===== src/design/tcgr_pkg.sv =====
package tcgr_pkg;

  // Grid and font geometry
  localparam int COL_LIMIT      = 256;
  localparam int MAX_ROWS       = 128;
  localparam int GLYPH_COUNT    = 96;
  localparam int MAX_GLYPH_ROWS = 16;
  localparam int CHAR_WIDTH     = 8;

  localparam int FONT_DEPTH = GLYPH_COUNT * MAX_GLYPH_ROWS;
  localparam int FONT_AW    = $clog2(FONT_DEPTH);
  localparam int GLYPH_W    = $clog2(GLYPH_COUNT);
  localparam int GROW_W     = $clog2(MAX_GLYPH_ROWS);
  localparam int HEIGHT_W   = $clog2(MAX_GLYPH_ROWS + 1);

  // Character codes
  localparam logic [7:0] FIRST_CODE = 8'd32;
  localparam logic [7:0] LAST_CODE  = 8'd127;
  localparam logic [7:0] SUBST_CODE = 8'd63;
  localparam logic [7:0] ALPHA      = 8'd255;

  // Input kinds carried on tuser
  localparam logic OP_RENDER = 1'b0;
  localparam logic OP_LOAD   = 1'b1;

  // Configuration register indexes
  localparam int CFG_IDX_W = 3;
  localparam logic [CFG_IDX_W-1:0] REG_PAL_A    = 3'd0;
  localparam logic [CFG_IDX_W-1:0] REG_PAL_B    = 3'd1;
  localparam logic [CFG_IDX_W-1:0] REG_PAL_C    = 3'd2;
  localparam logic [CFG_IDX_W-1:0] REG_PAL_D    = 3'd3;
  localparam logic [CFG_IDX_W-1:0] REG_GRID_COL = 3'd4;
  localparam logic [CFG_IDX_W-1:0] REG_GRID_ROW = 3'd5;
  localparam logic [CFG_IDX_W-1:0] REG_GLYPH_H  = 3'd6;
  localparam logic [CFG_IDX_W-1:0] REG_OUT_COL  = 3'd7;
  localparam int CFG_DATA_W = 48;

  // Stream widths
  localparam int S_DATA_W = 48;
  localparam int M_DATA_W = 280;
  localparam int PIX_W    = 32;
  localparam int COORD_W  = 11;

  // Command queue depth
  localparam int QDEPTH = 2;
  localparam int QPTR_W = $clog2(QDEPTH);
  localparam int QCNT_W = $clog2(QDEPTH + 1);

  // One classified command from front to back
  typedef struct packed {
    logic                is_load;
    logic [GLYPH_W-1:0]  glyph;
    logic [GROW_W-1:0]   load_row;
    logic [7:0]          load_bits;
    logic                blank;
    logic [23:0]         fg;
    logic [23:0]         bg;
    logic [COORD_W-1:0]  x;
    logic [COORD_W-1:0]  y;
    logic [HEIGHT_W-1:0] height;
  } cmd_t;

endpackage


===== src/design/tcgr_front.sv =====
module tcgr_front
  import tcgr_pkg::*;
(
  input  logic                  clk,
  input  logic                  rst,
  input  logic                  cfg_valid,
  output logic                  cfg_ready,
  input  logic [CFG_IDX_W-1:0]  cfg_index,
  input  logic [CFG_DATA_W-1:0] cfg_data,
  input  logic                  s_tvalid,
  output logic                  s_tready,
  input  logic [S_DATA_W-1:0]   s_tdata,
  input  logic                  s_tuser,
  input  logic                  q_full,
  output logic                  q_push,
  output cmd_t                  q_cmd
);

  logic [47:0] pal_a, pal_b, pal_c, pal_d;
  logic [8:0]  grid_columns;
  logic [7:0]  grid_rows;
  logic [4:0]  glyph_height;
  logic [8:0]  output_columns;

  logic [7:0] cell_column;
  logic [6:0] cell_row;
  logic [7:0] char_code;
  logic [2:0] fore_index, back_index;
  logic [3:0] load_row;
  logic [7:0] load_bits;

  logic [8:0]          gc, lim;
  logic [7:0]          gr;
  logic [HEIGHT_W-1:0] h;
  logic                render_ok, load_ok;
  logic [7:0]          ch_eff, glyph_full;
  logic [11:0]         y_prod;

  assign cfg_ready = 1'b1;

  // Configuration registers
  always_ff @(posedge clk) begin
    if (rst) begin
      pal_a          <= '0;
      pal_b          <= '0;
      pal_c          <= '0;
      pal_d          <= '0;
      grid_columns   <= 9'd80;
      grid_rows      <= 8'd25;
      glyph_height   <= 5'd8;
      output_columns <= 9'd80;
    end else if (cfg_valid && cfg_ready) begin
      case (cfg_index)
        REG_PAL_A:    pal_a          <= cfg_data;
        REG_PAL_B:    pal_b          <= cfg_data;
        REG_PAL_C:    pal_c          <= cfg_data;
        REG_PAL_D:    pal_d          <= cfg_data;
        REG_GRID_COL: grid_columns   <= cfg_data[8:0];
        REG_GRID_ROW: grid_rows      <= cfg_data[7:0];
        REG_GLYPH_H:  glyph_height   <= cfg_data[4:0];
        REG_OUT_COL:  output_columns <= cfg_data[8:0];
        default: ;
      endcase
    end
  end

  // Palette lookup: pair by upper index bits, half by the low bit
  function automatic logic [23:0] colour_of(input logic [2:0] idx,
                                            input logic [47:0] a, input logic [47:0] b,
                                            input logic [47:0] c, input logic [47:0] d);
    logic [47:0] pair;
    case (idx[2:1])
      2'd0:    pair = a;
      2'd1:    pair = b;
      2'd2:    pair = c;
      default: pair = d;
    endcase
    return idx[0] ? pair[47:24] : pair[23:0];
  endfunction

  // Unpack the input transfer
  assign cell_column = s_tdata[7:0];
  assign cell_row    = s_tdata[14:8];
  assign char_code   = s_tdata[22:15];
  assign fore_index  = s_tdata[25:23];
  assign back_index  = s_tdata[28:26];
  assign load_row    = s_tdata[32:29];
  assign load_bits   = s_tdata[40:33];

  // Grid limits and glyph height, saturated
  always_comb begin
    gc  = (grid_columns > 9'(COL_LIMIT)) ? 9'(COL_LIMIT) : grid_columns;
    lim = (gc < output_columns) ? gc : output_columns;
    gr  = (grid_rows > 8'(MAX_ROWS)) ? 8'(MAX_ROWS) : grid_rows;
    h   = (glyph_height > 5'(MAX_GLYPH_ROWS)) ? HEIGHT_W'(MAX_GLYPH_ROWS)
                                              : HEIGHT_W'(glyph_height);
    render_ok = ({1'b0, cell_column} < lim) && ({1'b0, cell_row} < gr) && (h != '0);
    load_ok   = (char_code >= FIRST_CODE) && (char_code <= LAST_CODE);
    ch_eff    = load_ok ? char_code : SUBST_CODE;
    glyph_full = ch_eff - FIRST_CODE;
    y_prod    = 12'(cell_row) * 12'(h);
  end

  // Classified command into the queue
  assign s_tready = !q_full;
  assign q_push   = s_tvalid && s_tready && ((s_tuser == OP_LOAD) ? load_ok : render_ok);

  always_comb begin
    q_cmd.is_load   = (s_tuser == OP_LOAD);
    q_cmd.glyph     = glyph_full[GLYPH_W-1:0];
    q_cmd.load_row  = load_row;
    q_cmd.load_bits = load_bits;
    q_cmd.blank     = (glyph_full == 8'd0);
    q_cmd.fg        = colour_of(fore_index, pal_a, pal_b, pal_c, pal_d);
    q_cmd.bg        = colour_of(back_index, pal_a, pal_b, pal_c, pal_d);
    q_cmd.x         = {cell_column, 3'b000};
    q_cmd.y         = y_prod[COORD_W-1:0];
    q_cmd.height    = h;
  end

endmodule


===== config.mk =====
export PLATFORM = sky130hd
export DESIGN_NAME = tcgr_front
export DESIGN_NICKNAME = d
export VERILOG_FILES = /design/src/design/tcgr_pkg.sv /design/src/design/tcgr_front.sv
export SDC_FILE = /design/constraint.sdc
export NUM_CORES = 1
export LEC_CHECK = 0
export ABC_CLOCK_PERIOD_IN_PS = 4900
export BUFFER_PORTS_ARGS = -buffer_cell sky130_fd_sc_hd__buf_2
export CAP_MARGIN = 20
export CORE_ASPECT_RATIO = 1.2
export CORE_MARGIN = 2
export CORE_UTILIZATION = 35
export CTS_CLUSTER_SIZE = 30
export DETAILED_ROUTE_END_ITERATION = 8
export PLACE_DENSITY_LB_ADDON = 0.15
export SETUP_SLACK_MARGIN = 0.1
export SYNTH_ARGS = -nofsm -noshare
export SYNTH_HDL_FRONTEND = slang
export SYNTH_SLANG_ARGS = --single-unit

===== constraint.sdc =====
create_clock -name clk -period 4.9 [get_ports clk]
set_clock_uncertainty 0.05 [all_clocks]
set_input_delay 0.735 -clock clk [delete_from_list [all_inputs] [get_ports clk]]
set_output_delay 0.735 -clock clk [all_outputs]
set_load 0.05 [all_outputs]

-- After elaboration in Yosys (flattened, before gate mapping)
Cells that the tools add are included.
W data, S select, Z words.
- equality and inequality tests: 11
- $mul: 1
- order comparisons: 8
- add/sub/neg operators: 1
- reduce and logical (&&, ||, !) cells: 19
- mux-type cells: 10
- operator list (cell ; number):
    $pmux W48 S3 ; 2
    $mux W24 ; 2
    $mux W9 ; 2
    $mux W8 ; 2
    $reduce_and A2 Y1 ; 8
    $eq A3 B3 Y1 const B ; 4
    $mul A7 B5 Y11 ; 1
    $gt A9 B9 Y1 const B ; 1
    $lt A8 B9 Y1 ; 1
    $lt A9 B9 Y1 ; 1
    $ge A8 B6 Y1 const B ; 1
    $gt A8 B8 Y1 const B ; 1
    $le A8 B7 Y1 const B ; 1
    $logic_not A8 Y1 ; 1
    $lt A7 B8 Y1 ; 1
    $sub A8 B6 Y8 const B ; 1
    $eq A3 B2 Y1 const B ; 2
    $gt A5 B5 Y1 const B ; 1
    $logic_and A1 B1 Y1 ; 5
    $mux W5 ; 1
    $reduce_bool A5 Y1 ; 1
    $eq A2 B1 Y1 const B ; 2
    $eq A2 B2 Y1 const B ; 2
    $logic_not A2 Y1 ; 2
    4 further kinds ; 4
- output and inout bits: 99
- input port bits: 105
- word-level logic and storage cells: 58
- bits in registers: 223

-- Depth between registers and ports, before layout
- word-level depth: 9
- depth in mapped cells: 16
- depth with buffers taken out: 14

-- Worst setup path after synthesis
Ideal clock, no wire load.
- path kind: reg2out
- from: reg glyph_height[4]
- to: out q_cmd[15] (netlist name)
- slack: -880 ps
- path buffers: 2
- stages on the path, launching flop included: 16
- data arrival time: 4995 ps
- data required time: 4115 ps
- cell sequence: dfxtp_1 -> clkbuf_1 -> nor2b_1 -> clkbuf_1 -> nand2_1 -> fa_1 -> fa_1 -> fa_1 -> inv_1 -> ha_1 -> a21o_1 -> a21oi_1 -> nor2b_1 -> o21a_1 -> o41a_1 -> xnor2_1
- RTL lines (element ; RTL line ; RTL):
    from (decl) ; tcgr_front.sv:22 ; logic [4:0] glyph_height;
    from (signal assigned) ; tcgr_front.sv:60 ; REG_GLYPH_H: glyph_height <= cfg_data[4:0];
    to (decl) ; tcgr_front.sv:16 ; output cmd_t q_cmd

==> impl_metrics.toml <==
[finish]
multi_input_area_sq_um = 7550
synthToLayoutAreaGrowth_pct = 19.8
final_cell_count_no_fill = 2008
drive_gt1_share_pct = 29.8
fillers = 3583
fin_util_pct = 42.7
design_area_sq_um = 15000
final_nets = 1686
seqCellArea_sq_um = 4470

[logic_synthesis]
synthSimpleGateAreaFrac_pct = 18.2
syn_inst = 1408
synthMuxAreaShare_pct = 22.5
ys_ff_latch = 223
synth_common_cells = "nand2_1 (445), dfxtp_1 (223), a21oi_1 (219)"
synth_top_family_by_area = "multiplexers"
synthAdderAreaFrac_pct = 6.35
synth.top_cell.area_share_pct = 35.7
synth-xor-area-share_pct = 0.701
yosysMostFrequentCell = "nand2_1"
synthTopCellsByArea = "dfxtp_1 (36%), mux4_2 (17%), nand2_1 (13%)"
synthArstFlopShare_pct = 0
syn_avg_cell_area_sq_um = 8.87
synth_edf_count = 0
yosysTopAreaCell = "dfxtp_1"
ys.flop_type = "dfxtp_1"
seq_area_frac_synth_pct = 35.7
synth_compound_area_share_pct = 10.8
synth_area_sq_um = 12500
ys_types = 45
ys_warn_count = 0

[setup_path]
end_kind = "primary output"
critical_path_class = "reg2out"
arrival_ns = 4.18
cp_max_fo = 5
worstSetupStartpointType = "flop"
reg2reg_depth = 3
worstReg2RegStart = "glyph_height[4]"
reg2reg_slack_ns = 4.01
r2r-end = "glyph_height[4]"
worstPathRequired_ns = 4.12

[pwr]
p_leak_uw = 0.00580
power_density_nw_per_um2 = 308
vdd_drop_max_mv = 0.259

[routing]
routedWlPerCell_microns = 19.7
drt_first_pass_iters = 7
postRouteAntennaNets = 0
vias = 10500
drc = 0
viasPerCell = 5.24
drt-total-wl_microns = 39600
drt-initial-drc-count = 569

[floorplan]
die-width_microns = 176
core_region_area_sq_um = 35100
io_pins = 204
initial_core_util_pct = 35.6
fp.dieArea_sq_um = 37200
fp.dieH_microns = 211
rows = 75

[min_path]
hold_path_end = "output_columns[1]"
hp-class = "reg2reg"
min-delay-start = "output_columns[1]"
min_path_cells = 2

[status]
failed_checks = "setup timing"
outcome = "complete, but fails checks"

[timing]
relSlewSlack_pct = 30.0
hold_viol = 0
slew_violations = 0
setup_viol = 1
timing.final.crit_share_pct = 101
tightest_slew_ns = 1.05
worst_slack_ns = -0.0638
fmax_ghz = 0.201
layout_min_cycle_time_ns = 4.96
rsz0062_at_grt = "true"

[clock_tree]
tritoncts = "built"
clock-root-buffer = "clkbuf_16"
clock-sinks = 223
ctsHoldBuffers = 0
clk_path_buf_depth = 3
cts_buffers = 26
ctsHtreeMaxLevel = 1
clkTransAtPathRegs_ns = 0.06
clkLatencyLatePin_ns = 0.53

[grt]
grt_pass1_vias = 10700
grt_max_degree = 127
grt_first_pass_wirelength_microns = 60900
antenna_found_initial = 9
gr-total-overflow = 0
grt_use_total_pct = 21.1

[job]
maxCapViolCount = 0

[place]
dpl.hpwl_microns = 25200
port_buffers = 168
placed_area_sq_um = 13700
gp_congestion = 0.775
dp_cells = 1939
-- worst max path at each step --
stage	depth (start not counted)	to	start	slack, ns
after floorplan	15	q_cmd[15]	glyph_height[4]	0.10
after global placement	14	q_cmd[15]	s_tdata[8]	-0.1
after detailed placement	14	q_cmd[15]	s_tdata[8]	-0.1
after CTS	14	q_cmd[14]	glyph_height[4]	-0.11
after global routing	14	q_cmd[15]	glyph_height[4]	-0.21
final	14	q_cmd[15]	glyph_height[4]	-0.06
-- layer usage --
| layer | vias up | wire length (microns) | GRT usage [%] |
|---|---|---|---|
| li1 | 5031 | - | - |
| met1 | 5144 | 16000 | 25.0 |
| met2 | 279 | 20200 | 38.9 |
| met3 | 56 | 2690 | 4.55 |
| met4 | 6 | 684 | 4.65 |
| met5 | - | 34 | 0 |
-- worst max-delay path: stages, from the launching register on --
cell	delay [ns]
dfxtp_4	0.37
nor2b_4	0.14
nand2_2	0.06
fa_1	0.52
fa_1	0.43
fa_1	0.53
inv_2	0.05
ha_4	0.21
a21o_1	0.17
a21oi_2	0.15
nor2b_1	0.06
o21a_1	0.20
o41a_1	0.39
xnor2_4	0.18
buf_6	0.17
-- cell usage in the layout, fill, tap and decap left out, drive strengths merged, types with 4 or more instances in the layout --
cell type,netlist,layout
nand2,445,445
dfxtp,223,223
buf,47,220
a21oi,219,219
mux4,96,96
mux2,48,48
ha,41,41
clkbuf,85,36
nor2,35,35
inv,29,29
nor2b,20,20
and2,17,17
fa,14,14
mux2i,11,11
nand2b,10,10
or2,7,7
clkinv,0,7
xnor2,7,7
nor3,5,5
o21ai,5,5
nand3b,4,4
a211o,4,4
conb,2,4
nand3,4,4
-- cell type report --
cell class	count	share of cell area (%)
Sequential cell	223	29.9
Inverter	29	0.727
Tap cell	462	3.86
Multi-Input combinational cell	1026	50.4
Timing Repair Buffer	220	9.05
Clock inverter	11	0.886
Antenna cell	1	0.0167
Clock buffer	36	5.14
-- sequential cells by signal (all words and copies together), names as in the netlist --
register / count
glyph_height: 5
grid_columns: 9
grid_rows: 8
output_columns: 9
pal_a: 48
pal_b: 48
pal_c: 48
pal_d: 48
-- report_power, final --
part | leakage [uW] | switching [uW] | internal, uW
registers | 0.00181 | 26.8 | 1850
logic | 0.00355 | 430 | 257
clock network | 0.000449 | 801 | 1250
total | 0.00580 | 1260 | 3360
-- timing repair --
item | CTS | global route
setup buffers | 11 | 8
pin swaps | 27 | 18
resized for setup | 29 | 31
setup endpoints to repair | 5 | 5
endpoints found under the hold margin | 0 | 0
-- through the flow --
stage                     total power, uW  hold WS [ns]  worst slack (ns)  TNS (ns)
after floorplan                      2390         0.382             0.102         0
after global placement               2560         0.391           -0.0963   -0.0963
after detailed placement             2570         0.397           -0.0957   -0.0996
after CTS                            4640         0.392            -0.111    -0.221
after global routing                 4790         0.416            -0.210    -0.457
final                                4620         0.405           -0.0638   -0.0638
-- kinds of logic after synthesis --
kind of cell | Yosys count
simple gates | 554
compound gates | 248
flops | 223
buf+inv | 161
mux | 155
fa+ha+maj | 55
xor+xnor | 10
other cells | 2
Power figures use the tool's default switching activity.
