### src/design/tcgr_pkg.sv
package tcgr_pkg;

  // Grid and font geometry
  localparam int COL_LIMIT      = 256;
  localparam int MAX_ROWS       = 128;
  localparam int GLYPH_COUNT    = 96;
  localparam int MAX_GLYPH_ROWS = 16;
  localparam int CHAR_WIDTH     = 8;

  localparam int FONT_DEPTH = GLYPH_COUNT * MAX_GLYPH_ROWS;
  localparam int FONT_AW    = $clog2(FONT_DEPTH);
  localparam int GLYPH_W    = $clog2(GLYPH_COUNT);
  localparam int GROW_W     = $clog2(MAX_GLYPH_ROWS);
  localparam int HEIGHT_W   = $clog2(MAX_GLYPH_ROWS + 1);

  // Character codes
  localparam logic [7:0] FIRST_CODE = 8'd32;
  localparam logic [7:0] LAST_CODE  = 8'd127;
  localparam logic [7:0] SUBST_CODE = 8'd63;
  localparam logic [7:0] ALPHA      = 8'd255;

  // Input kinds carried on tuser
  localparam logic OP_RENDER = 1'b0;
  localparam logic OP_LOAD   = 1'b1;

  // Configuration register indexes
  localparam int CFG_IDX_W = 3;
  localparam logic [CFG_IDX_W-1:0] REG_PAL_A    = 3'd0;
  localparam logic [CFG_IDX_W-1:0] REG_PAL_B    = 3'd1;
  localparam logic [CFG_IDX_W-1:0] REG_PAL_C    = 3'd2;
  localparam logic [CFG_IDX_W-1:0] REG_PAL_D    = 3'd3;
  localparam logic [CFG_IDX_W-1:0] REG_GRID_COL = 3'd4;
  localparam logic [CFG_IDX_W-1:0] REG_GRID_ROW = 3'd5;
  localparam logic [CFG_IDX_W-1:0] REG_GLYPH_H  = 3'd6;
  localparam logic [CFG_IDX_W-1:0] REG_OUT_COL  = 3'd7;
  localparam int CFG_DATA_W = 48;

  // Stream widths
  localparam int S_DATA_W = 48;
  localparam int M_DATA_W = 280;
  localparam int PIX_W    = 32;
  localparam int COORD_W  = 11;

  // Command queue depth
  localparam int QDEPTH = 2;
  localparam int QPTR_W = $clog2(QDEPTH);
  localparam int QCNT_W = $clog2(QDEPTH + 1);

  // One classified command from front to back
  typedef struct packed {
    logic                is_load;
    logic [GLYPH_W-1:0]  glyph;
    logic [GROW_W-1:0]   load_row;
    logic [7:0]          load_bits;
    logic                blank;
    logic [23:0]         fg;
    logic [23:0]         bg;
    logic [COORD_W-1:0]  x;
    logic [COORD_W-1:0]  y;
    logic [HEIGHT_W-1:0] height;
  } cmd_t;

endpackage

### src/design/tcgr_queue.sv
module tcgr_queue
  import tcgr_pkg::*;
(
  input  logic clk,
  input  logic rst,
  input  logic push,
  input  cmd_t push_cmd,
  output logic full,
  input  logic pop,
  output logic head_valid,
  output cmd_t head_cmd
);

  cmd_t              slots [QDEPTH];
  logic [QPTR_W-1:0] wr_ptr, rd_ptr;
  logic [QCNT_W-1:0] count;

  assign full       = (count == QCNT_W'(QDEPTH));
  assign head_valid = (count != '0);
  assign head_cmd   = slots[rd_ptr];

  // Storage
  always_ff @(posedge clk) begin
    if (push) begin
      slots[wr_ptr] <= push_cmd;
    end
  end

  // Pointers and fill count
  always_ff @(posedge clk) begin
    if (rst) begin
      wr_ptr <= '0;
      rd_ptr <= '0;
      count  <= '0;
    end else begin
      if (push) begin
        wr_ptr <= (wr_ptr == QPTR_W'(QDEPTH - 1)) ? '0 : wr_ptr + 1'b1;
      end
      if (pop) begin
        rd_ptr <= (rd_ptr == QPTR_W'(QDEPTH - 1)) ? '0 : rd_ptr + 1'b1;
      end
      case ({push, pop})
        2'b10:   count <= count + 1'b1;
        2'b01:   count <= count - 1'b1;
        default: count <= count;
      endcase
    end
  end

endmodule

### config.mk
export PLATFORM = sky130hd
export DESIGN_NAME = tcgr_queue
export DESIGN_NICKNAME = d
export VERILOG_FILES = /design/src/design/tcgr_pkg.sv /design/src/design/tcgr_queue.sv
export SDC_FILE = /design/constraint.sdc
export NUM_CORES = 1
export LEC_CHECK = 0
export BUFFER_PORTS_ARGS = -buffer_cell sky130_fd_sc_hd__buf_2
export CORE_MARGIN = 2
export CORE_UTILIZATION = 55
export CTS_BUF_LIST = sky130_fd_sc_hd__clkbuf_4 sky130_fd_sc_hd__clkbuf_8
export CTS_CLUSTER_DIAMETER = 50
export CTS_CLUSTER_SIZE = 20
export DETAILED_ROUTE_END_ITERATION = 12
export GPL_TIMING_DRIVEN = 0
export MAX_ROUTING_LAYER = met4
export PLACE_DENSITY = 0.8
export SKIP_CTS_REPAIR_TIMING = 1
export SLEW_MARGIN = 10
export SYNTH_ARGS = -nofsm -noshare
export SYNTH_HDL_FRONTEND = slang
export SYNTH_SLANG_ARGS = --single-unit
### constraint.sdc
create_clock -name clk -period 11.9 [get_ports clk]
set_input_delay 1.19 -clock clk [delete_from_list [all_inputs] [get_ports clk]]
set_output_delay 1.19 -clock clk [all_outputs]
set_load 0.02 [all_outputs]
Word level (Yosys, flattened, before mapping)
Memories as Yosys holds them, arrays and structs flattened. A register that Yosys moved wholly into a read port is not among the register bits.
Index checks and enable logic that the tools add are counted.
Storage, ports and cells
  memories kept: 1
  flip-flop bits (word level): 4
  output and inout bits: 98
  word-level logic and storage cells: 20
  bits of input ports: 100
  RAM bits: 192
Cells by class
  eq/ne operators: 3
  $add $sub $neg: 4
  reductions and logical operators: 2
  mux-type cells: 7
Memories
  slots: depth 2, bits a word 96, read ports 1, clocked after Yosys merged registers in 1, write ports 1, line tcgr_queue.sv:14  | cmd_t slots [QDEPTH];
Operator list (count)
  two-way mux 1 bit: 6
  == test 2 bit, second input constant: 2
  case mux 2 bit (2 select lines): 1
  nonzero test 2 bit: 2
  adder 1 bit, second input constant: 2
  adder 2 x 1 -> 2 bit, second input constant: 1
  == test 2 x 1 -> 1 bit, second input constant: 1
  subtractor 2 x 1 -> 2 bit, second input constant: 1

Depth between registers and ports, before layout
Gate-level depths: netlist of run 1.
  word-level depth: 4
  depth in mapped cells: 5
  mapped depth without buffers: 5

Worst setup path before layout of run 1
OpenSTA, ideal clock, no wires.
  kind: input-to-reg
  start: input push
  end: memory slots[0][0] (netlist bit) (enable)
  setup time: 0.554 ns
  arrival time: 5.271 ns
  path slack: 6.075 ns
  buffers on the path: 0
  required time: 11.346 ns
  cell stages on the path: 2
  cell sequence: inv_1 nor2_1
On the way
  cells in the longest elaborated chain, start to end: 2
RTL lines
  from (decl): line tcgr_queue.sv:6  | input logic push,
  two-way mux 1 bit: line tcgr_queue.sv:24  | if (push) begin
  two-way mux 1 bit (implied by the code): line tcgr_queue.sv:25  | slots[wr_ptr] <= push_cmd;
  to (decl): line tcgr_queue.sv:14
Every way passes these cells.

==> results of run 1 <==
-- per-layer routing --
layer,GRT usage (%),wire length (um)
met1,22.4,5160
met5,-,0
met2,31.8,6480
met4,7.14,165
met3,5.94,923
-- worst min-delay path, delay by kind of cell (launching register included) --
kind             cells  cell delay (ps)
XOR/XNOR             1               90
AND/OR/NAND/NOR      1               80
flip-flops           1              330
-- flip-flops by register name, indices dropped and copies added (netlist names), named ones only --
| name | flops |
|---|---|
| wr_ptr | 1 |
| count | 2 |
| rd_ptr | 1 |
| slots | 192 |
-- Yosys cell counts, types with 3 or more instances --
library cell	count	share of area (%)
nor2_1	5	0.26
mux2_4	40	8.2
edfxtp_1	192	79
buf_2	6	0.41
mux2_2	56	8.6
buf_6	5	0.77
xnor2_1	3	0.36
dfxtp_1	5	1.4
-- kinds of logic (layout without fill, tap and decap cells) --
family,Yosys count,after routing
AO/OA/AOI/OAI,2,2
adder cells (fa/ha/maj),1,1
flip-flops,197,197
multiplexers,96,96
XOR/XNOR,4,4
buffers and inverters,12,244
AND/OR/NAND/NOR,9,9
-- layout make-up --
type / count / area (um2) / area share, %
Sequential cell: 197 / 5870 / 64.7
Multi-Input combinational cell: 112 / 1350 / 14.8
Timing Repair Buffer: 202 / 1120 / 12.3
Clock buffer: 19 / 249 / 2.75
Tap cell: 176 / 220 / 2.43
Clock inverter: 11 / 184 / 2.03
Buffer: 11 / 86.3 / 0.952
Inverter: 1 / 3.75 / 0.0414
-- power by group through the flow --
stage	Combinational [mW]	Sequential (mW)	Clock, mW
after global routing	0.229	0.823	0.492
after CTS	0.218	0.819	0.468
after global placement	0.203	0.839	0
after detailed placement	0.217	0.835	0
final	0.215	0.819	0.458
after floorplan	0.137	0.836	0
-- worst min path at each step --
stage                     startpoint                     to  depth (start not counted)
6_report         rd_ptr$_SDFFE_PP0P_               register                          2
3_5_place_dp     rd_ptr$_SDFFE_PP0P_               register                          2
4_1_cts        count[1]$_SDFFE_PP0P_  count[1]$_SDFFE_PP0P_                          2
5_1_grt        count[1]$_SDFFE_PP0P_  count[1]$_SDFFE_PP0P_                          2
3_3_place_gp   count[1]$_SDFFE_PP0P_  count[1]$_SDFFE_PP0P_                          2
2_1_floorplan  count[1]$_SDFFE_PP0P_  count[1]$_SDFFE_PP0P_                          2
==> summary.md, run 1 <==
| Metric | Value |
|---|---|
| GRT Resource Usage Total | `19.3%` |
| Synth-to-Final Area Change | `24.4%` |
| Total Die Area | `14200 um2` |
| DR WL/cell | `17.5 um` |
| Via count | `3692` |
| Sequential Power Share | `54.9%` |
| TritonCTS buffer count | `17` |
| Req. time, crit path | `10710 ps` |
| Outcome | `completed` |
| CP top delay family | `buffers and inverters` |
| Final nets | `643` |
| Crit path to | `head_cmd[57]` |
| Switching Fraction | `22.7%` |
| Worst-path clk slew | `80 ps` |
| Logic pwr share | `14.4%` |
| Number of port buffers | `197` |
| Final Max Tran Viols | `0` |
| Crit path DAT | `1830 ps` |
| Crit path capture type | `output pin` |
| Vias in the first global route | `3928` |
| Min Tclk post-route | `3020 ps` |
| Number of unique standard cell types used by synthesis | `17` |
| Register area share after synthesis | `80.5%` |
| Fraction of layout cells with a size suffix above 1 | `61.8%` |
| Placeable Area | `13100 um2` |
| Syn Nets | `422` |
| CP max stage cell | `mux2_4` |
| Row cnt | `42` |
| Post-synthesis mux area share | `16.9%` |
| # diodes | `0` |
| H-tree depth | `4` |
| Reg2reg start | `wr_ptr$_SDFFE_PP0P_` |
| Layout Cells excl Fill | `729` |
| Fill cell count | `846` |
| Layout Skew | `5.91 ps` |
| RSZ-0062 raised after global routing | `no` |
| Clock share of power | `30.7%` |
| Synthesized area | `7290 um2` |
| Fin. Hold Viols | `0` |
| Max Freq | `331 MHz` |
| Setup violators final | `0` |
| Commonest non-fill, non-tap cell in the layout | `buf_2` |
| FF+latch count, synth | `197` |
| R2R cell count | `2` |
| Largest net degree at the start of global routing | `52` |
| Vias per Instance | `5.06` |
| Crit Path Category | `reg -> out` |
| Max_slew headroom | `55.1%` |
| CP max FO | `10` |
| Initial antenna violation count | `0` |
| Cell count after synthesis | `321` |
| EDFF count, synth | `192` |
| Max Cap Viol | `0` |
| DRC Markers | `0` |
| Top FF cell, synth | `edfxtp_1` |
| Final Worst Setup Slack | `8880 ps` |
| First-pass GRT wire length | `19800 um` |
| Pwr/cell area | `164 nW/um2` |
| Die Y-Extent | `119 um` |
| CP startpoint kind | `register` |
| Combinational family with the most area after synthesis | `multiplexers` |
| Clock Latency Late Sink | `450 ps` |
| Routability cong. | `0.711` |
| Ys Warns | `0` |
| Finished Cell Area | `9070 um2` |
| Hold Slack | `534 ps` |
| Worst R2R Setup Slack | `10160 ps` |
| Slew @ Worst Pin | `674 ps` |
| Max incr delay on CP | `320 ps` |
| Reg2reg end | `slots[1][19]$_DFFE_PP_` |
| Compound-Gate Fraction of Synth Area | `0.137%` |
| Antenna Violating Nets Remaining | `0` |
| Pint | `1.15 mW` |
| Max IR drop VDD | `0.110 mV` |
| Overall power | `1.49 mW` |
| Remaining Overflow, GRT | `0` |
| Buf/Inv on CP | `4` |
| Levels on crit path | `5` |
| Clock buffer depth | `2` |
| Die width | `119 um` |
| CP Cell Sequence | `buf_2, buf_6, buf_6, mux2_4, buf_2` |
| Syn_area_per_cell | `22.7 um2` |
| Synth Area in Simple Gates | `0.635%` |
| Detailed Routing Iterations Pass 1 | `4` |
| Hold Path Class | `reg -> reg` |
| TritonCTS clock tree | `done` |
| Placed Area | `8640 um2` |
| Drt total wl | `12700 um` |
| Psw | `339 uW` |
| # IOs | `198` |
| Area share of fa/ha/maj cells after synthesis | `0.172%` |
| Post-route setup TNS | `0 ps` |
| Initial Util | `55.7%` |
| Clock root buffer | `clkbuf_8` |
| Commonest cells after routing, fill and taps aside | `buf_2 (203), edfxtp_1 (192), mux2_2 (56)` |
| Post-synth ARST share | `0%` |
| Clock sink total | `197` |
| Core Util, Final | `69.3%` |
| Period utilization | `25.4%` |
| Leak pwr | `3.51 nW` |
| Placed cell count | `699` |
| Post-detail-place hpwl | `8780 um` |
| Xor/xnor share of the synthesized area | `0.481%` |
| Setup WS pre-CTS | `9260 ps` |
| Initial DRC Count | `266` |
Power figures use the tool's default switching activity.
==> inputs of run 2 (changes only) <==
- CORE_UTILIZATION: 55 -> 49
- PLACE_DENSITY: 0.8 -> 0.75
- clock period: 11.9 -> 2.5 ns (I/O delays scaled with it)
==> run 2 against run 1 <==
Against the previous run:
- clock power rose to 4.0 times the previous value
- utilization decreased by 0.87 points
- via count increased by 9.3%
- combinational power grew to 5.3 times the previous value
- final cell count up 15%
- hold slack worse by 460 ps
- clock skew up 5.5 ps
- first-iteration DRC count decreased by 15%
- sequential cell count did not move
- critical path depth unchanged
==> summary.md, run 2 (synthesis results as in run 1) <==
| Metric | Value |
|---|---|
| Core Util, Final | `68.4% (-0.87 points)` |
| Crit path DAT | `1820 ps (about the same)` |
| Outcome | `completed` |
| # diodes | `0 (unchanged)` |
| Largest Register | `slots` |
| Clock Latency Late Sink | `460 ps (about the same)` |
| Synth-to-Final Area Change | `36.5%` |
| Hold Path Class | `in -> reg` |
| Pwr/cell area | `690 nW/um2 (+320%)` |
| RSZ-0062 raised after global routing | `no` |
| Worst-path clk slew | `100 ps (+20 ps)` |
| Overall power | `6.87 mW (+360%)` |
| Die Y-Extent | `126 um (+5.7%)` |
| Hold endpoint | `rd_ptr$_SDFFE_PP0P_` |
| DR WL/cell | `17.0 um (-2.9%)` |
| Commonest non-fill, non-tap cell in the layout | `buf_2` |
| Max IR drop VDD | `0.485 mV (+340%)` |
| Max_slew headroom | `58.6% (+3.5 points)` |
| Max FFs per register | `192 (unchanged)` |
| Total Die Area | `15900 um2 (+12%)` |
| Layout Skew | `11.4 ps (+5.46 ps)` |
| Worst R2R Setup Slack | `730 ps (-9430 ps)` |
| Placeable Area | `14500 um2 (+11%)` |
| Regs by FF count | `slots: 192 flops, count: 2 flops` |
| Hold depth | `3 (+1)` |
| DRC Markers | `0 (unchanged)` |
| Post-detail-place hpwl | `8860 um (+0.93%)` |
| Initial antenna violation count | `0 (unchanged)` |
| Detailed Routing Iterations Pass 1 | `4 (unchanged)` |
| CP max FO | `10 (unchanged)` |
| Slew @ Worst Pin | `619 ps (-54.5 ps)` |
| Reg2reg end | `slots[1][63]$_DFFE_PP_` |
| Initial DRC Count | `225 (-15%)` |
| Hold Slack | `74.4 ps (-460 ps)` |
| Crit path capture type | `output pin` |
| Vias in the first global route | `3841 (-2.2%)` |
| Commonest cells after routing, fill and taps aside | `buf_2 (203), edfxtp_1 (192), dlygate4sd3_1 (97)` |
| Die width | `126 um (+5.7%)` |
| Antenna Violating Nets Remaining | `0 (unchanged)` |
| Number of port buffers | `197 (unchanged)` |
| GRT Resource Usage Total | `16.4% (-2.9 points)` |
| Reg2reg start | `wr_ptr$_SDFFE_PP0P_` |
| Final nets | `740 (+15%)` |
| Via count | `4035 (+9.3%)` |
| TritonCTS clock tree | `done` |
| # IOs | `198 (unchanged)` |
| Setup WS pre-CTS | `721 ps (-8540 ps)` |
| Max Cap Viol | `0 (unchanged)` |
| Fill cell count | `962 (+14%)` |
| Leak pwr | `3.87 nW (+10%)` |
| Req. time, crit path | `2250 ps (-8460 ps)` |
| Min Tclk post-route | `2070 ps` |
| Routability cong. | `0.723 (+1.7%)` |
| Initial Util | `50.2% (-5.6 points)` |
| R2R cell count | `3 (+1)` |
| CP startpoint kind | `register` |
| Period utilization | `83.0%` |
| First-pass GRT wire length | `19100 um (-3.5%)` |
| Final Max Tran Viols | `0 (unchanged)` |
| Vias per Instance | `4.83 (-4.6%)` |
| Clock buffer depth | `2 (unchanged)` |
| Drt total wl | `14200 um (+11%)` |
| Clock root buffer | `clkbuf_8` |
| Clock sink total | `197 (unchanged)` |
| Remaining Overflow, GRT | `0 (unchanged)` |
| Final Worst Setup Slack | `425 ps (-8450 ps)` |
| Largest net degree at the start of global routing | `37 (-29%)` |
| TritonCTS buffer count | `17 (unchanged)` |
| Row cnt | `44 (+4.8%)` |
| Setup violators final | `0 (unchanged)` |
| Hold path startpoint | `pop` |
| Max Freq | `482 MHz` |
| Post-route setup TNS | `0 ps (unchanged)` |
| Fraction of layout cells with a size suffix above 1 | `52.7% (-9.2 points)` |
| Crit Path Category | `reg -> out` |
| Fin. Hold Viols | `0 (unchanged)` |
| H-tree depth | `4 (unchanged)` |
-- run 2: power by group --
group	switching, mW	internal, mW
combinational	0.597	0.543
clock	1.04	0.788
sequential	0.0516	3.85
total	1.69	5.18
-- run 2: how the worst max path moves through the flow --
stage / start / end / slack, ps / depth (start not counted)
global placement: push / slots[0][69]$_DFFE_PP_ / -480 / 3
global route: register / head_cmd[54] / 280 / 5
CTS: register / head_cmd[54] / 330 / 5
finish: register / head_cmd[54] / 430 / 5
detailed placement: wr_ptr$_SDFFE_PP0P_ / slots[1][75]$_DFFE_PP_ / 720 / 3
floorplan: wr_ptr$_SDFFE_PP0P_ / slots[0][0]$_DFFE_PP_ / 310 / 1
-- run 2: critical path: stages (launching register included) --
cell and delay, ps:
dfxtp_1 310, buf_2 190, buf_6 190, buf_6 200, mux2_4 310, buf_2 170
-- run 2: layer usage --
metal,vias up,GRT usage [%],share of wire [%]
met5,-,-,0
met4,0,6.85,1.5
met3,18,6.33,5.6
met2,148,26.0,52
met1,1971,18.8,41
li1,1898,-,-
-- run 2: cell type report --
| class | instances | area (um2) | share of cell area, % |
|---|---|---|---|
| well taps | 184 | 230 | 2.31 |
| inverters | 1 | 3.75 | 0.0377 |
| flip-flops and latches | 197 | 5870 | 59.0 |
| plain buffers | 11 | 86.3 | 0.868 |
| clock inverters | 13 | 111 | 1.12 |
| clock buffers | 18 | 241 | 2.43 |
| repair buffers | 299 | 2060 | 20.8 |
| multi-input cells | 112 | 1350 | 13.5 |
-- run 2: through the flow --
stage / area [um2] / instances
5_1_grt: 9950 / 835
3_5_place_dp: 8620 / 707
6_report: 9950 / 835
4_1_cts: 8980 / 738
2_1_floorplan: 7300 / 321
3_3_place_gp: 8520 / 702
==> inputs of run 3 (changes only) <==
- clock period: 2.5 -> 1.9 ns (I/O delays scaled with it)
==> run 3 against run 2 <==
Against the previous run:
- sequential power rose by 32%
- the run now ends with setup timing left
- clock-buffer cell count fell by 1
- highest routed layer unchanged
- utilization is 3.6 points higher
- sequential share of layout area down 2.9 points
- non-clock buffer count is 5 higher
==> summary.md, run 3 (synthesis results as in run 1) <==
| Metric | Value |
|---|---|
| Initial Util | `50.2% (unchanged)` |
| Max Freq | `526 MHz` |
| Crit path capture type | `output pin` |
| Leak pwr | `4.07 nW (+5.2%)` |
| Fin. Hold Viols | `0 (unchanged)` |
| R2R cell count | `2 (-1)` |
| TritonCTS clock tree | `done` |
| Overall power | `9.49 mW (+38%)` |
| RSZ-0062 raised after global routing | `yes` |
| CP startpoint kind | `register` |
| Via count | `4174 (+3.4%)` |
| Layout Cells excl Fill | `843 (+0.96%)` |
| Max FFs per register | `192 (unchanged)` |
| TritonCTS buffer count | `17 (unchanged)` |
| Drt total wl | `15700 um (+11%)` |
| Req. time, crit path | `1710 ps (-540 ps)` |
| Crit Path Category | `reg -> out` |
| Remaining Overflow, GRT | `0 (unchanged)` |
| Die Y-Extent | `126 um (unchanged)` |
| Commonest non-fill, non-tap cell in the layout | `edfxtp_1` |
| Row cnt | `44 (unchanged)` |
| Final nets | `746 (+0.81%)` |
| Worst-path clk slew | `100 ps (about the same)` |
| Period utilization | `100%` |
| Pwr/cell area | `906 nW/um2 (+31%)` |
| Die width | `126 um (unchanged)` |
| Setup violators final | `2 (+2)` |
| Setup WS pre-CTS | `24.6 ps (-697 ps)` |
| Layout Skew | `8.62 ps (-2.75 ps)` |
| Max Cap Viol | `0 (unchanged)` |
| Hold Path Class | `in -> reg` |
| Regs by FF count | `slots: 192 flops, count: 2 flops` |
| Fill cell count | `891 (-7.4%)` |
| Clock buffer depth | `2 (unchanged)` |
| Largest Register | `slots` |
| Min Tclk post-route | `1900 ps` |
| Hold path startpoint | `push` |
| Reg2reg end | `slots[1][52]$_DFFE_PP_` |
| Commonest cells after routing, fill and taps aside | `edfxtp_1 (192), buf_2 (153), dlygate4sd3_1 (97)` |
| Clock root buffer | `clkbuf_8` |
| Outcome | `finished with violations` |
| # IOs | `198 (unchanged)` |
| Placeable Area | `14500 um2 (unchanged)` |
| Fraction of layout cells with a size suffix above 1 | `53.5% (+0.81 points)` |
| Hold endpoint | `wr_ptr$_SDFFE_PP0P_` |
| Synth-to-Final Area Change | `43.6%` |
| Clock sink total | `197 (unchanged)` |
| Initial DRC Count | `233 (+3.6%)` |
| Initial antenna violation count | `0 (unchanged)` |
| GRT Resource Usage Total | `16.8% (+0.35 points)` |
| Placed cell count | `706 (-0.14%)` |
| Number of port buffers | `197 (unchanged)` |
| Final Worst Setup Slack | `-1.09 ps (-426 ps)` |
| First-pass GRT wire length | `19600 um (+2.5%)` |
| Slew @ Worst Pin | `681 ps (+61.9 ps)` |
| Max_slew headroom | `54.6% (-4.1 points)` |
| Failing checks | `setup timing` |
| Total Die Area | `15900 um2 (unchanged)` |
| DR WL/cell | `18.7 um (+10%)` |
| DRC Markers | `0 (unchanged)` |
| Crit path DAT | `1710 ps (-110 ps)` |
| Largest net degree at the start of global routing | `59 (+59%)` |
| Hold depth | `3 (unchanged)` |
| H-tree depth | `4 (unchanged)` |
| Core Util, Final | `72.1% (+3.6 points)` |
| Detailed Routing Iterations Pass 1 | `4 (unchanged)` |
| Worst R2R Setup Slack | `210 ps (-520 ps)` |
| CP max FO | `7 (-3)` |
| Vias per Instance | `4.95 (+2.5%)` |
| Post-route setup TNS | `-1.56 ps (-1.56 ps)` |
| Max IR drop VDD | `0.654 mV (+35%)` |
| Clock Latency Late Sink | `460 ps (about the same)` |
| Final Max Tran Viols | `0 (unchanged)` |
| Vias in the first global route | `3940 (+2.6%)` |
| Post-detail-place hpwl | `8590 um (-3.0%)` |
| Reg2reg start | `wr_ptr$_SDFFE_PP0P_` |
| Routability cong. | `0.704 (-2.7%)` |
| Antenna Violating Nets Remaining | `0 (unchanged)` |
run 3: power breakdown:
part	internal, mW	switching (mW)
logic	0.922	0.852
registers	5.06	0.0769
clock network	1.07	1.50
total	7.05	2.43
run 3: final cells by class:
type | count | area (um2) | area share [%]
buffer | 11 | 153 | 1.46
sequential | 197 | 5870 | 56.0
clock inverter | 15 | 143 | 1.36
tap | 184 | 230 | 2.20
inverter | 1 | 3.75 | 0.0358
multi-input combinational | 113 | 1370 | 13.0
timing repair buffer | 304 | 2470 | 23.6
antenna | 1 | 2.50 | 0.0239
clock buffer | 17 | 234 | 2.23
run 3: how the worst max path moves through the flow:
| stage | start | end | slack (ps) | cells past startpoint |
|---|---|---|---|---|
| 2_1_floorplan | wr_ptr$_SDFFE_PP0P_ | slots[0][0]$_DFFE_PP_ | -250 | 1 |
| 3_3_place_gp | push | slots[0][65]$_DFFE_PP_ | -1020 | 3 |
| 3_5_place_dp | push | slots[0][6]$_DFFE_PP_ | 20 | 5 |
| 4_1_cts | register | head_cmd[55] | -190 | 5 |
| 5_1_grt | register | head_cmd[7] | -70 | 4 |
| 6_report | register | head_cmd[47] | -1 | 5 |
run 3: metrics by stage:
step / hold slack (ps) / instance area (um2)
6_report: 6.29 / 10500
5_1_grt: 5.14 / 10500
4_1_cts: -127 / 8990
3_5_place_dp: 381 / 8610
3_3_place_gp: 377 / 8520
2_1_floorplan: 255 / 7300
run 3: per-layer routing:
| metal | global-route usage (%) | up-vias | share of wire (%) |
|---|---|---|---|
| met5 | - | - | 0 |
| met4 | 6.33 | 0 | 2.1 |
| met3 | 7.09 | 30 | 6.6 |
| met2 | 25.8 | 183 | 53 |
| met1 | 19.8 | 2043 | 39 |
| li1 | - | 1918 | - |
run 3: critical path, cell delays in order (launching register included):
cell	delay (ps)
dfxtp_2	340
buf_8	130
buf_12	160
clkbuf_16	160
mux2_4	310
buf_6	130
